File: src/rtl/core/smpd_pkg.sv
`timescale 1ns / 1ps
`default_nettype none

package smpd_pkg;

  // packet sizes and byte counter width
  localparam int unsigned FULL_PACKET_BYTES  = 8;
  localparam int unsigned BASIC_PACKET_BYTES = 5;
  localparam int unsigned CNT_W              = 4;
  localparam int unsigned IDX_W              = 3;

  localparam logic [CNT_W-1:0] FULL_CNT  = CNT_W'(FULL_PACKET_BYTES);
  localparam logic [CNT_W-1:0] BASIC_CNT = CNT_W'(BASIC_PACKET_BYTES);

  // button groups
  localparam int unsigned STD_BUTTONS = 3;
  localparam int unsigned EXT_BUTTONS = 7;

  // seven-bit scroll fields and extension button byte
  localparam logic [7:0] SEVEN_BIT_MASK = 8'h7F;
  localparam logic [7:0] SEVEN_BIT_SIGN = 8'h40;

  // event slots of one decoded packet, in delivery order
  localparam int unsigned NUM_SLOTS = 13;
  localparam int unsigned SLOT_W    = 4;
  localparam logic [SLOT_W-1:0] SLOT_X   = 4'd0;
  localparam logic [SLOT_W-1:0] SLOT_Y   = 4'd1;
  localparam logic [SLOT_W-1:0] SLOT_Z   = 4'd2;
  localparam logic [SLOT_W-1:0] SLOT_STD = 4'd3;
  localparam logic [SLOT_W-1:0] SLOT_EXT = 4'd6;
  localparam logic [SLOT_W-1:0] SLOT_END = 4'd12;

  // configuration register addresses (paddr bit 2 selects)
  localparam logic REG_SYNC_MASK  = 1'b0;
  localparam logic REG_SYNC_VALUE = 1'b1;

  localparam logic [7:0] SYNC_MASK_RST  = 8'hF8;
  localparam logic [7:0] SYNC_VALUE_RST = 8'h80;

  typedef enum logic [1:0] {
    EV_X_MOTION = 2'd0,
    EV_Y_MOTION = 2'd1,
    EV_SCROLL   = 2'd2,
    EV_BUTTON   = 2'd3
  } event_kind_t;

  typedef logic signed [9:0] delta_t;

  // signed byte widened to delta width
  function automatic delta_t sext8(input logic [7:0] b);
    return delta_t'({{2{b[7]}}, b});
  endfunction

  // seven-bit field sign extended to delta width
  function automatic delta_t sext7(input logic [7:0] b);
    return delta_t'({{3{b[6]}}, b[6:0]});
  endfunction

endpackage

`default_nettype wire

File: src/rtl/core/serial_mouse_packet_decoder_top.sv
`timescale 1ns / 1ps
`default_nettype none

// Serial mouse packet decoder (five-byte sync protocol, 8-byte extension).
// Input channel in_*: one raw mouse byte per item in in_tdata, in_tlast marks
// the end of a read, so a held packet of 5 to 7 bytes is decoded as basic.
// Output channel out_*: one event per item; out_tuser is the event kind,
// out_tdata holds delta, button number and pressed, out_tlast marks the final
// event caused by one input byte.
// Config port cfg_*: sync_mask at address 0, sync_value at address 4.
// Path: an accepted byte is held in the input register, decoded into a pending
// event set once the previous set is done, and its first event is then loaded
// into the output register that drives out_*.
// Throughput: a byte that completes no packet yields no events; a packet yields
// up to 13 events, which the output serializer moves one event a cycle into the
// output register while out_tready does not stall it. The next byte is decoded in
// the cycle the last pending event moves to the output register.
// Reset clears the held byte count, button state, and all valid flags, and
// loads the sync registers with 0xF8 / 0x80. When out_tready is low the
// output register holds its event, the pending set waits, and in_tready drops
// once the input register is also full.
module serial_mouse_packet_decoder_top
  import smpd_pkg::*;
(
  input  wire logic        clk,
  input  wire logic        rst_n,
  // input channel
  input  wire logic        in_tvalid,
  output logic             in_tready,
  input  wire logic [7:0]  in_tdata,   // [7:0] data_byte
  input  wire logic        in_tlast,   // end_of_read
  // result channel
  output logic             out_tvalid,
  input  wire logic        out_tready,
  output logic [15:0]      out_tdata,  // [9:0] delta, [13:10] button_number,
                                       // [14] pressed, [15] zero
  output logic [1:0]       out_tuser,  // [1:0] event_kind
  output logic             out_tlast,  // last
  // configuration port
  input  wire logic        cfg_psel,
  input  wire logic        cfg_penable,
  input  wire logic        cfg_pwrite,
  input  wire logic [2:0]  cfg_paddr,
  input  wire logic [31:0] cfg_pwdata,
  output logic [31:0]      cfg_prdata,
  output logic             cfg_pready
);

  // configuration registers
  logic [7:0] sync_mask_r;
  logic [7:0] sync_value_r;
  logic       cfg_wr;

  assign cfg_pready = 1'b1;
  assign cfg_wr     = cfg_psel && cfg_penable && cfg_pwrite && cfg_pready;

  always_ff @(posedge clk) begin
    if (!rst_n) begin
      sync_mask_r  <= SYNC_MASK_RST;
      sync_value_r <= SYNC_VALUE_RST;
    end else if (cfg_wr) begin
      if (cfg_paddr[2] == REG_SYNC_MASK) begin
        sync_mask_r <= cfg_pwdata[7:0];
      end else begin
        sync_value_r <= cfg_pwdata[7:0];
      end
    end
  end

  assign cfg_prdata = (cfg_paddr[2] == REG_SYNC_VALUE) ? {24'd0, sync_value_r}
                                                       : {24'd0, sync_mask_r};

  // input register
  logic       in_valid_r;
  logic [7:0] in_byte_r;
  logic       in_eor_r;
  logic       in_acc;
  logic       proc_fire;

  assign in_tready = !in_valid_r || proc_fire;
  assign in_acc    = in_tvalid && in_tready;

  always_ff @(posedge clk) begin
    if (!rst_n) begin
      in_valid_r <= 1'b0;
    end else if (in_acc) begin
      in_valid_r <= 1'b1;
    end else if (proc_fire) begin
      in_valid_r <= 1'b0;
    end
  end

  always_ff @(posedge clk) begin
    if (in_acc) begin
      in_byte_r <= in_tdata;
      in_eor_r  <= in_tlast;
    end
  end

  // packet store and button state
  logic [7:0]       store_r [FULL_PACKET_BYTES];
  logic [CNT_W-1:0] cnt_r;
  logic [2:0]       std_btn_r;
  logic [6:0]       ext_btn_r;

  // append, resync and decode path
  logic [7:0]       app    [FULL_PACKET_BYTES];
  logic [FULL_PACKET_BYTES-1:0] app_sync;
  logic [CNT_W-1:0] cnt_app;
  logic [CNT_W-1:0] skip;
  logic [7:0]       pkt    [FULL_PACKET_BYTES];
  logic [FULL_PACKET_BYTES-1:0] pkt_sync;
  logic [CNT_W-1:0] cnt_pkt;
  logic [CNT_W-1:0] pidx;
  logic             do_decode;
  logic             is_ext;
  logic [CNT_W-1:0] left_cnt;
  logic [CNT_W-1:0] left_skip;
  logic [CNT_W-1:0] lidx;
  logic [7:0]       store_nxt [FULL_PACKET_BYTES];
  logic [CNT_W-1:0] cnt_nxt;
  delta_t           dx;
  delta_t           dy;
  delta_t           dz;
  logic [2:0]       std_new;
  logic [6:0]       ext_new;
  logic [2:0]       std_chg;
  logic [6:0]       ext_chg;
  logic [NUM_SLOTS-1:0] set_mask;

  // append the new byte where there is room
  always_comb begin
    for (int i = 0; i < FULL_PACKET_BYTES; i++) begin
      app[i]      = (CNT_W'(i) == cnt_r) ? in_byte_r : store_r[i];
      app_sync[i] = ((app[i] & sync_mask_r) == sync_value_r);
    end
    cnt_app = (cnt_r == FULL_CNT) ? FULL_CNT : cnt_r + CNT_W'(1);
  end

  // drop leading bytes that are not sync bytes
  always_comb begin
    skip = cnt_app;
    for (int i = FULL_PACKET_BYTES - 1; i >= 0; i--) begin
      if (CNT_W'(i) < cnt_app && app_sync[i]) begin
        skip = CNT_W'(i);
      end
    end
    for (int i = 0; i < FULL_PACKET_BYTES; i++) begin
      pidx        = CNT_W'(i) + skip;
      pkt[i]      = app[i];
      pkt_sync[i] = app_sync[i];
      if (pidx < FULL_CNT) begin
        pkt[i]      = app[pidx[IDX_W-1:0]];
        pkt_sync[i] = app_sync[pidx[IDX_W-1:0]];
      end
    end
    cnt_pkt = cnt_app - skip;
  end

  // packet kind and the bytes left after it
  always_comb begin
    do_decode = (cnt_pkt == FULL_CNT) || (in_eor_r && cnt_pkt >= BASIC_CNT);
    is_ext    = (cnt_pkt == FULL_CNT) && !pkt_sync[5] && !pkt_sync[6] && !pkt_sync[7];
    left_cnt  = cnt_pkt - BASIC_CNT;
    left_skip = left_cnt;
    for (int l = 2; l >= 0; l--) begin
      if (CNT_W'(l) < left_cnt && pkt_sync[BASIC_PACKET_BYTES + l]) begin
        left_skip = CNT_W'(l);
      end
    end
    for (int i = 0; i < FULL_PACKET_BYTES; i++) begin
      lidx         = BASIC_CNT + left_skip + CNT_W'(i);
      store_nxt[i] = pkt[i];
      if (do_decode && !is_ext && lidx < FULL_CNT) begin
        store_nxt[i] = pkt[lidx[IDX_W-1:0]];
      end
    end
    if (!do_decode) begin
      cnt_nxt = cnt_pkt;
    end else if (is_ext) begin
      cnt_nxt = '0;
    end else begin
      cnt_nxt = left_cnt - left_skip;
    end
  end

  // motion sums and button changes
  always_comb begin
    dx      = sext8(pkt[1]) + sext8(pkt[3]);
    dy      = delta_t'(0) - (sext8(pkt[2]) + sext8(pkt[4]));
    dz      = sext7(pkt[5] & SEVEN_BIT_MASK) + sext7(pkt[6] & SEVEN_BIT_MASK);
    std_new = pkt[0][2:0];
    ext_new = pkt[7][6:0];
    std_chg = std_btn_r ^ std_new;
    ext_chg = is_ext ? (ext_btn_r ^ ext_new) : 7'd0;
    set_mask = '0;
    if (do_decode) begin
      set_mask[SLOT_X]                            = (dx != '0);
      set_mask[SLOT_Y]                            = (dy != '0);
      set_mask[SLOT_Z]                            = is_ext && (dz != '0);
      set_mask[SLOT_STD +: STD_BUTTONS]           = std_chg;
      set_mask[SLOT_EXT +: EXT_BUTTONS]           = ext_chg;
    end
  end

  always_ff @(posedge clk) begin
    if (proc_fire) begin
      for (int i = 0; i < FULL_PACKET_BYTES; i++) begin
        store_r[i] <= store_nxt[i];
      end
    end
  end

  always_ff @(posedge clk) begin
    if (!rst_n) begin
      cnt_r     <= '0;
      std_btn_r <= '0;
      ext_btn_r <= '0;
    end else if (proc_fire) begin
      cnt_r <= cnt_nxt;
      if (do_decode) begin
        std_btn_r <= std_new;
      end
      if (do_decode && is_ext) begin
        ext_btn_r <= ext_new;
      end
    end
  end

  // pending event set of one packet
  logic [NUM_SLOTS-1:0] pend_r;
  logic [NUM_SLOTS-1:0] pend_nxt;
  delta_t               dx_r;
  delta_t               dy_r;
  delta_t               dz_r;
  logic [2:0]           std_new_r;
  logic [6:0]           ext_new_r;

  // serializer: lowest pending slot goes out first
  logic [SLOT_W-1:0]    sel;
  logic [NUM_SLOTS-1:0] sel_bit;
  logic                 sel_last;
  logic                 out_load;
  logic                 pend_done;
  logic [SLOT_W-1:0]    sel_off;
  event_kind_t          ev_kind;
  delta_t               ev_delta;
  logic [3:0]           ev_button;
  logic                 ev_pressed;

  always_comb begin
    sel = SLOT_END;
    for (int i = NUM_SLOTS - 1; i >= 0; i--) begin
      if (pend_r[i]) begin
        sel = SLOT_W'(i);
      end
    end
    sel_bit  = pend_r & (~pend_r + NUM_SLOTS'(1));
    sel_last = ((pend_r & ~sel_bit) == '0);
  end

  assign out_load  = (pend_r != '0) && (!out_tvalid || out_tready);
  assign pend_done = (pend_r == '0) || (out_load && sel_last);
  assign proc_fire = in_valid_r && pend_done;

  always_comb begin
    if (proc_fire) begin
      pend_nxt = set_mask;
    end else if (out_load) begin
      pend_nxt = pend_r & ~sel_bit;
    end else begin
      pend_nxt = pend_r;
    end
  end

  always_ff @(posedge clk) begin
    if (!rst_n) begin
      pend_r <= '0;
    end else begin
      pend_r <= pend_nxt;
    end
  end

  always_ff @(posedge clk) begin
    if (proc_fire) begin
      dx_r      <= dx;
      dy_r      <= dy;
      dz_r      <= dz;
      std_new_r <= std_new;
      ext_new_r <= ext_new;
    end
  end

  // fields of the selected event
  always_comb begin
    ev_kind    = EV_BUTTON;
    ev_delta   = '0;
    ev_button  = '0;
    ev_pressed = 1'b0;
    sel_off    = '0;
    case (sel) inside
      SLOT_X: begin
        ev_kind  = EV_X_MOTION;
        ev_delta = dx_r;
      end
      SLOT_Y: begin
        ev_kind  = EV_Y_MOTION;
        ev_delta = dy_r;
      end
      SLOT_Z: begin
        ev_kind  = EV_SCROLL;
        ev_delta = dz_r;
      end
      [SLOT_STD:SLOT_EXT - 4'd1]: begin
        // standard bit i reports as button 2 - i
        sel_off    = sel - SLOT_STD;
        ev_button  = 4'(STD_BUTTONS - 1) - sel_off;
        ev_pressed = !std_new_r[sel_off[1:0]];
      end
      default: begin
        // extension bit k reports as button 3 + k
        sel_off    = sel - SLOT_EXT;
        ev_button  = sel - SLOT_STD;
        ev_pressed = !ext_new_r[sel_off[2:0]];
      end
    endcase
  end

  // output register
  logic        out_valid_r;
  event_kind_t out_kind_r;
  delta_t      out_delta_r;
  logic [3:0]  out_button_r;
  logic        out_pressed_r;
  logic        out_last_r;

  always_ff @(posedge clk) begin
    if (!rst_n) begin
      out_valid_r <= 1'b0;
    end else if (out_load) begin
      out_valid_r <= 1'b1;
    end else if (out_tready) begin
      out_valid_r <= 1'b0;
    end
  end

  always_ff @(posedge clk) begin
    if (out_load) begin
      out_kind_r    <= ev_kind;
      out_delta_r   <= ev_delta;
      out_button_r  <= ev_button;
      out_pressed_r <= ev_pressed;
      out_last_r    <= sel_last;
    end
  end

  assign out_tvalid = out_valid_r;
  assign out_tdata  = {1'b0, out_pressed_r, out_button_r, out_delta_r};
  assign out_tuser  = out_kind_r;
  assign out_tlast  = out_last_r;

endmodule

`default_nettype wire

File: config.mk
export PLATFORM = sky130hd
export DESIGN_NAME = serial_mouse_packet_decoder_top
export DESIGN_NICKNAME = d
export VERILOG_FILES = /design/src/rtl/core/smpd_pkg.sv /design/src/rtl/core/serial_mouse_packet_decoder_top.sv
export SDC_FILE = /design/constraint.sdc
export NUM_CORES = 1
export LEC_CHECK = 0
export BUFFER_PORTS_ARGS = -buffer_cell sky130_fd_sc_hd__buf_2
export CELL_PAD_IN_SITES_DETAIL_PLACEMENT = 1
export CELL_PAD_IN_SITES_GLOBAL_PLACEMENT = 2
export CORE_MARGIN = 4
export CORE_UTILIZATION = 36
export DETAILED_ROUTE_END_ITERATION = 8
export MAX_ROUTING_LAYER = met4
export PLACE_DENSITY_LB_ADDON = 0.1
export RECOVER_POWER = 50
export SLEW_MARGIN = 10
export SYNTH_ARGS = -nofsm -noshare
export SYNTH_HDL_FRONTEND = slang
export SYNTH_SLANG_ARGS = --single-unit
File: constraint.sdc
create_clock -name clk -period 10.3 [get_ports clk]
set_input_delay 2.06 -clock clk [delete_from_list [all_inputs] [get_ports clk]]
set_output_delay 2.06 -clock clk [all_outputs]
set_load 0.05 [all_outputs]
==> results of run 1 <==
==> cells in the final DEF (no fill, tap or decap), types with 11 or more instances in the layout <==
cell       netlist  routed
nand3_1         28      28
conb_1           2      26
clkbuf_16        0      17
buf_4           30      54
edfxtp_1       128     128
nor3_1          17      14
o21bai_1        14      14
o21ai_0         59      58
mux2_2          68      68
nand2_1        182     182
inv_1           59      59
xor2_1          35      35
mux2i_1        455     455
a31o_2          11      11
nand3b_1        11      11
a211oi_1        19      18
ha_1            63      62
buf_2           31      24
clkbuf_1        59      30
nand4_1         13      13
xnor2_1         66      66
nor2b_1         21      21
a21boi_0        19      19
dfxtp_1         45      45
and2_1          14      13
nor2_1         112     112
a21o_1          16      15
a21oi_1         92      92
mux2_1          15      15
==> state kept, by name, summed over array words and instances (netlist names) <==
signal / flops
sync_mask_r: 8
std_btn_r: 3
dz_r: 8
store_r: 64
in_valid_r: 1
in_eor_r: 1
out_tuser: 2
cnt_r: 4
sync_value_r: 8
dx_r: 9
dy_r: 10
out_button_r: 4
pend_r: 13
out_pressed_r: 1
out_tlast: 1
ext_btn_r: 7
out_tvalid: 1
out_delta_r: 10
in_byte_r: 8
std_new_r: 3
ext_new_r: 7
==> critical path, stage by stage, from the launching register on <==
cell	delay, ps
dfxtp_1	490
ha_1	250
nor3b_4	570
mux2i_1	740
o21bai_1	140
a2111o_1	530
nor3b_4	390
nand4b_1	240
a2bb2oi_4	380
nand2_2	110
inv_2	100
ha_1	130
inv_1	60
fa_1	510
inv_1	110
a21oi_1	560
xnor3_1	510
nor2_1	220
o21ai_0	100
a21oi_1	430
or2_2	210
inv_1	100
ha_1	210
xnor2_1	220
buf_4	280
ha_1	690
mux2_2	400
mux2_1	300
==> per-stage QoR <==
| step | util, % | cells |
|---|---|---|
| finish | 39.5 | 2586 |
| global route | 39.5 | 2585 |
| CTS | 39.6 | 2585 |
| detailed placement | 38.3 | 2553 |
| global placement | 38.3 | 2553 |
| floorplan | - | 1922 |
==> cell families (layout without fill, tap and decap cells) <==
family | after synthesis | count (layout) | share of synthesized area [%]
AOI/OAI and AO/OA | 330 | 330 | 12.8
xor gates and xnor gates | 108 | 108 | 5.69
adders and majority gates | 71 | 71 | 5.17
buffers and inverters | 207 | 206 | 5.39
DFF | 173 | 173 | 26.7
muxes | 546 | 546 | 31.8
other | 2 | 27 | 0.0422
and+or+nand+nor | 461 | 461 | 12.5
==> routing by layer <==
metal  vias to the layer above  part of all wire (%)  GRT usage, %
met5                         -                     0             -
met2                       443                    42          38.3
met3                        70                   6.7          5.64
met4                         0                   2.8          7.86
li1                       6905                     -             -
met1                      7484                    48          38.6
==> worst min path at each step <==
stage / endpoint / slack, ps
floorplan: pend_r[5] / 480
global placement: pend_r[5] / 500
detailed placement: pend_r[5] / 520
CTS: pend_r[5] / 530
global route: pend_r[5] / 560
finish: pend_r[5] / 530
==> final cells by class <==
type | instances | area (sq um)
antenna | 1 | 2.50
timing repair buffer | 108 | 638
fill | 5636 | 29600
inverter | 66 | 248
clock buffer | 17 | 425
sequential | 173 | 4740
clock inverter | 15 | 188
multi-input combinational | 1542 | 12200
tap | 664 | 831
==> impl_metrics.json, run 1 <==
{
  "status": "complete, but fails checks",
  "violations": "max-capacitance violations, max-slew violations",
  "nets": 2027,
  "final_area_sq_mm": 0.0193,
  "synth.top_cell.area_share_pct": 25.6,
  "start_util_pct": 36.4,
  "die_h_microns": 230,
  "drt-total-wl_microns": 70300,
  "skew_ps": 17.2,
  "yosys_warnings": 0,
  "ys_ff_latch": 173,
  "path_class": "reg2reg",
  "holdWs_ps": 526,
  "ant_nets": 0,
  "maxCapViolations": 3,
  "gp_congestion": 0.942,
  "first_pass_iters": 5,
  "min_path_type": "reg2reg",
  "fmax_ghz": 0.108,
  "synthDistinctLibCells": 98,
  "whs_path_depth": 2,
  "core_area_sq_mm": 0.0488,
  "synth_flop_cell": "edfxtp_1",
  "area_growth_pct": 8.43,
  "end_kind": "flip-flop",
  "dpl_cell_area_sq_mm": 0.0187,
  "cts_setup_buffers": 0,
  "setup_tns_ps": 0,
  "slew_viol_final": 126,
  "r2r_cells": 27,
  "reg2reg_from": "cnt_r[0]",
  "track_usage_pct": 27.0,
  "setup_viol_count_final": 0,
  "tightest_slew_ps": 3360,
  "drt_iter0_drc": 1263,
  "timing.final.crit_share_pct": 90.2,
  "cts-buffers-inserted": 17,
  "r2r_end": "store_r[1][16]",
  "netlist_top_cells_area": "mux2i_1, edfxtp_1, dfxtp_1",
  "antenna_found_initial": 2,
  "cts_sinks": 173,
  "cts_hold_buf": 0,
  "rrSetupSlack_ps": 1010,
  "async_flop_share_pct": 0,
  "grt_pass1_vias": 14933,
  "min_period_ps": 9290,
  "post_drt_wl_per_cell_microns": 27.2,
  "dpl.hpwl_microns": 55100,
  "cp_max_fo": 16,
  "io_pins": 105,
  "synth_edf_count": 128,
  "vias_per_cell": 5.76,
  "grt_overflow": 0,
  "rows": 81,
  "numPortBuffers": 52,
  "cts_max_level": 4,
  "die_area_sq_mm": 0.0530,
  "synthMostInstantiatedCell": "mux2i_1",
  "syn_area_sq_mm": 0.0178,
  "rsz0062_at_grt": "false",
  "cts_root_buf": "clkbuf_16",
  "drc": 0,
  "crit_end": "store_r[1][16]",
  "fp.dieW_microns": 230,
  "cts.reportedPaths.clkPinSlew_ps": 80,
  "drive_above_1_share_pct": 12.9,
  "grt_max_degree": 57,
  "hold_viol_final": 0,
  "netlist_instances": 1898,
  "cts_resized": 0,
  "required_ps": 10550,
  "tritoncts": "done",
  "clk_latency_ps": 510,
  "critPathLaunchType": "flip-flop",
  "avgSynthCellArea_sq_um": 9.37,
  "vias": 14902,
  "cp-startpoint": "cnt_r[0]",
  "hold_start": "pend_r[5]",
  "fin_ws_ps": 1010,
  "grt_pass1_wl_microns": 103000,
  "ys_top_cells_by_count": "mux2i_1, nand2_1, edfxtp_1",
  "ctsLongestPathBuffers": 2,
  "crit_arrival_ps": 9540,
  "relSlewSlack_pct": -124,
  "yosysTopAreaCell": "mux2i_1",
  "seq_area_frac_synth_pct": 26.7,
  "dp_slack_ps": 1100
}
Power of run 1 is left out: the tool's default activity adds up to more than one toggle a clock period on the data nets, which glitch-free logic cannot reach.
==> inputs of run 2 (changes only) <==
--- a/config.mk
+++ b/config.mk
@@ -9,7 +9,8 @@
 export CELL_PAD_IN_SITES_DETAIL_PLACEMENT = 1
 export CELL_PAD_IN_SITES_GLOBAL_PLACEMENT = 2
 export CORE_MARGIN = 4
-export CORE_UTILIZATION = 36
+export CORE_UTILIZATION = 37
+export CTS_BUF_LIST = sky130_fd_sc_hd__clkbuf_4 sky130_fd_sc_hd__clkbuf_8
 export DETAILED_ROUTE_END_ITERATION = 8
 export MAX_ROUTING_LAYER = met4
 export PLACE_DENSITY_LB_ADDON = 0.1
==> impl_metrics.json, run 2 (synthesized netlist as in run 1, its figures left out) <==
{
  "end_kind": "flip-flop",
  "cp_max_fo": 11,
  "numPortBuffers": 52,
  "ctsLongestPathBuffers": 2,
  "holdWs_ps": 533,
  "largest_reg_flops": 64,
  "fp.dieW_microns": 227,
  "drive_above_1_share_pct": 13.6,
  "cts-buffers-inserted": 17,
  "hold_viol_final": 0,
  "fmax_ghz": 0.110,
  "required_ps": 10640,
  "nets": 2042,
  "die_area_sq_mm": 0.0516,
  "clk_latency_ps": 600,
  "reg2reg_from": "cnt_r[0]",
  "regMostFlops": "store_r",
  "skew_ps": 22.5,
  "fin_ws_ps": 1220,
  "setup_viol_count_final": 0,
  "r2r_cells": 28,
  "cpMaxStageDelayCell": "a2111oi_1",
  "tritoncts": "done",
  "multi_input_area_sq_mm": 0.0122,
  "relSlewSlack_pct": -164,
  "drc": 0,
  "drt-total-wl_microns": 70800,
  "setup_tns_ps": 0,
  "timing.final.crit_share_pct": 88.2,
  "status": "complete, but fails checks",
  "io_pins": 105,
  "die_h_microns": 227,
  "grt_pass1_wl_microns": 103000,
  "cts_setup_buffers": 0,
  "holdPathEnd": "pend_r[5]",
  "cpLargestDelayFamily": "simple AND/OR/NAND/NOR gates",
  "ant_nets": 0,
  "cts_max_level": 4,
  "r2r_end": "store_r[0][12]",
  "slowest_delay_ps": 890,
  "maxCapViolations": 3,
  "antenna_cells": 0,
  "dpl.hpwl_microns": 55600,
  "hold_start": "pend_r[5]",
  "grt_max_degree": 66,
  "drt_iter0_drc": 1366,
  "start_util_pct": 37.3,
  "min_period_ps": 9080,
  "crit_arrival_ps": 9420,
  "cts_root_buf": "clkbuf_8",
  "core_area_sq_mm": 0.0476,
  "whs_path_depth": 2,
  "fill_cells": 5456,
  "post_drt_wl_per_cell_microns": 27.8,
  "critPathLaunchType": "flip-flop",
  "rows": 80,
  "first_pass_iters": 5,
  "rsz0062_at_grt": "false",
  "vias_per_cell": 5.87,
  "min_path_type": "reg2reg",
  "grt_overflow": 0,
  "top_regs": "store_r x64, pend_r x13",
  "cts_sinks": 173,
  "antenna_found_initial": 0,
  "dp_slack_ps": 1280,
  "cts_resized": 0,
  "track_usage_pct": 28.1,
  "violations": "max-capacitance violations, max-slew violations",
  "slew_viol_final": 132,
  "cts.reportedPaths.clkPinSlew_ps": 110,
  "path_class": "reg2reg",
  "crit_buf_inv": 5,
  "vias": 14972,
  "area_growth_pct": 7.79,
  "seqCellArea_sq_mm": 0.00474,
  "layout_common_cells": "mux2i_1, nand2_1, edfxtp_1",
  "rrSetupSlack_ps": 1220,
  "cts_hold_buf": 0,
  "gp_congestion": 0.924,
  "mostFrequentLayoutCell": "mux2i_1",
  "tightest_slew_ps": 3960,
  "grt_pass1_vias": 14887
}
==> run 2: changes by cell type in the layout (fill, tap and decap cells not counted), moves of 3 or more <==
cell       change
clkinv_8       +3
clkbuf_8      +17
clkbuf_16     -17
clkinv_4       -3
buf_4         +15
==> run 2: worst min-delay path, stage by stage (launching register included) <==
cell	delay, ps
dfxtp_1	350
o31ai_1	70
a21boi_0	70
==> run 2: worst max path at each step <==
stage / start / to / slack [ps] / cells after the start
after floorplan: cnt_r[0] / store_r[0][17] / 730 / 36
after global placement: cnt_r[0] / store_r[0][12] / 1450 / 28
after detailed placement: cnt_r[0] / store_r[0][12] / 1280 / 28
after CTS: cnt_r[0] / store_r[0][12] / 1230 / 28
after global routing: cnt_r[0] / store_r[0][12] / 760 / 28
final: cnt_r[0] / store_r[0][12] / 1220 / 28
==> run 2: cell type report <==
type | count | share of cell area, %
Inverter | 66 | 1.29
Multi-Input combinational cell | 1542 | 63.7
Clock inverter | 15 | 1.09
Clock buffer | 17 | 1.22
Sequential cell | 173 | 24.8
Tap cell | 615 | 4.02
Timing Repair Buffer | 123 | 3.92
==> run 2: metal layers <==
layer | wire [microns] | global-route usage (%) | up-vias
met4 | 2050 | 8.74 | 0
met2 | 30800 | 41.2 | 346
met3 | 3150 | 3.61 | 81
met1 | 34800 | 40.5 | 7598
met5 | 0 | - | -
li1 | - | - | 6947
==> run 2: per-stage QoR <==
step           util (%)  instances  area, sq um
2_1_floorplan         -       1922        17900
3_3_place_gp       39.4       2519        18800
3_5_place_dp       39.4       2519        18800
4_1_cts            40.3       2551        19200
5_1_grt            40.2       2551        19200
6_report           40.2       2551        19200
Power of run 2 is left out for the same reason.
==> inputs of run 3 (changes only) <==
--- a/config.mk
+++ b/config.mk
@@ -9,7 +9,7 @@
 export CELL_PAD_IN_SITES_DETAIL_PLACEMENT = 1
 export CELL_PAD_IN_SITES_GLOBAL_PLACEMENT = 2
 export CORE_MARGIN = 4
-export CORE_UTILIZATION = 37
+export CORE_UTILIZATION = 40
 export CTS_BUF_LIST = sky130_fd_sc_hd__clkbuf_4 sky130_fd_sc_hd__clkbuf_8
 export DETAILED_ROUTE_END_ITERATION = 8
 export MAX_ROUTING_LAYER = met4
==> constraint.sdc (replaced) <==
create_clock -name clk -period 8.7 [get_ports clk]
set_input_delay 1.74 -clock clk [delete_from_list [all_inputs] [get_ports clk]]
set_output_delay 1.74 -clock clk [all_outputs]
set_load 0.05 [all_outputs]
==> impl_metrics.json, run 3 (synthesized netlist as in run 1, its figures left out) <==
{
  "top_regs": "store_r x64, pend_r x13",
  "hold_viol_final": 0,
  "grt_overflow": 0,
  "cts_hold_buf": 0,
  "status": "complete, but fails checks",
  "grt_pass1_vias": 15399,
  "grt_pass1_wl_microns": 103000,
  "min_period_ps": 8270,
  "rrSetupSlack_ps": 430,
  "relSlewSlack_pct": -31.0,
  "setup_viol_count_final": 0,
  "fmax_ghz": 0.121,
  "dpl.hpwl_microns": 55200,
  "tightest_slew_ps": 1960,
  "slew_viol_final": 124,
  "layout_common_cells": "mux2i_1, nand2_1, edfxtp_1",
  "cts_max_level": 4,
  "track_usage_pct": 30.1,
  "fp.dieW_microns": 219,
  "vias_per_cell": 5.96,
  "hold_start": "pend_r[5]",
  "maxCapViolations": 3,
  "min_path_type": "reg2reg",
  "drt_iter0_drc": 1296,
  "holdPathEnd": "pend_r[5]",
  "dpl_cell_area_sq_mm": 0.0192,
  "vias": 15300,
  "largest_reg_flops": 64,
  "first_pass_iters": 5,
  "path_class": "reg2reg",
  "tritoncts": "done",
  "die_h_microns": 219,
  "post_drt_wl_per_cell_microns": 27.4,
  "final_area_sq_mm": 0.0196,
  "reg2reg_from": "cnt_r[0]",
  "antenna_found_initial": 0,
  "die_area_sq_mm": 0.0479,
  "required_ps": 9030,
  "skew_ps": 24.1,
  "cp_max_fo": 11,
  "r2r_end": "store_r[0][10]",
  "start_util_pct": 40.8,
  "ant_nets": 0,
  "whs_path_depth": 2,
  "ctsLongestPathBuffers": 2,
  "critPathLaunchType": "flip-flop",
  "clk_latency_ps": 590,
  "io_pins": 105,
  "regMostFlops": "store_r",
  "cts_root_buf": "clkbuf_8",
  "mostFrequentLayoutCell": "mux2i_1",
  "antenna_cells": 0,
  "grt_max_degree": 68,
  "cts.reportedPaths.clkPinSlew_ps": 120,
  "timing.final.crit_share_pct": 95.1,
  "cts-buffers-inserted": 17,
  "slowest_delay_ps": 540,
  "drive_above_1_share_pct": 15.8,
  "drt-total-wl_microns": 70400,
  "violations": "max-capacitance violations, max-slew violations",
  "end_kind": "flip-flop",
  "nets": 2090,
  "numPortBuffers": 52,
  "drc": 0,
  "crit_arrival_ps": 8600,
  "gp_congestion": 0.959,
  "core_area_sq_mm": 0.0436,
  "cts_sinks": 173,
  "cpMaxStageDelayCell": "a2111o_1",
  "area_growth_pct": 10.1,
  "rows": 76,
  "r2r_cells": 30
}
[run 3: cell types whose count changed in the layout (fill, tap and decap cells not counted), sizes merged]
cell      previous run  this run
clkbuf              47        48
buf                 93       140
clkinv               6         7
clkinvlp             1         0
[run 3: layer usage]
metal	global-route usage (%)	wire (microns)	vias to the layer above
li1	-	-	7031
met1	42.0	33100	7716
met2	44.3	30700	465
met3	5.82	4630	88
met4	9.16	1990	0
met5	-	0	-
[run 3: worst max path at each step]
stage              from              to  cells after the start
6_report       cnt_r[0]  store_r[0][10]                     30
3_5_place_dp   cnt_r[0]  store_r[1][15]                     30
5_1_grt        cnt_r[1]  store_r[0][10]                     31
3_3_place_gp   cnt_r[0]  store_r[1][13]                     29
2_1_floorplan  cnt_r[0]  store_r[0][17]                     36
4_1_cts        cnt_r[0]  store_r[1][15]                     30
[run 3: final cells by class]
class,instances,area (sq um)
clock inverter,15,193
fill,5045,24000
timing repair buffer,171,1200
sequential,173,4740
clock buffer,17,234
multi-input combinational,1542,12200
tap,585,732
inverter,66,248
[run 3: repair_timing]
action	4_1_cts	5_1_grt
gates resized for setup	0	5
endpoints found under the setup margin	0	11
setup buffers	0	1
[run 3: stage by stage]
step	util [%]	std cells	setup slack (ps)	hold slack [ps]	TNS [ps]
2_1_floorplan	-	1922	31.6	475	0
3_3_place_gp	44.0	2536	472	513	0
3_5_place_dp	44.0	2536	321	528	0
4_1_cts	45.0	2568	278	549	0
5_1_grt	44.9	2569	-3.73	581	-5.24
6_report	44.9	2569	427	550	0
[run 3: critical path, delay by kind of cell (launching register included)]
| family | cells | cell delay (ps) |
|---|---|---|
| mux | 2 | 640 |
| xor+xnor | 2 | 520 |
| buf+inv | 6 | 1000 |
| fa+ha+maj | 5 | 1450 |
| simple gates | 10 | 2630 |
| flops | 1 | 500 |
| compound gates | 5 | 1280 |
Power of run 3 is left out for the same reason.
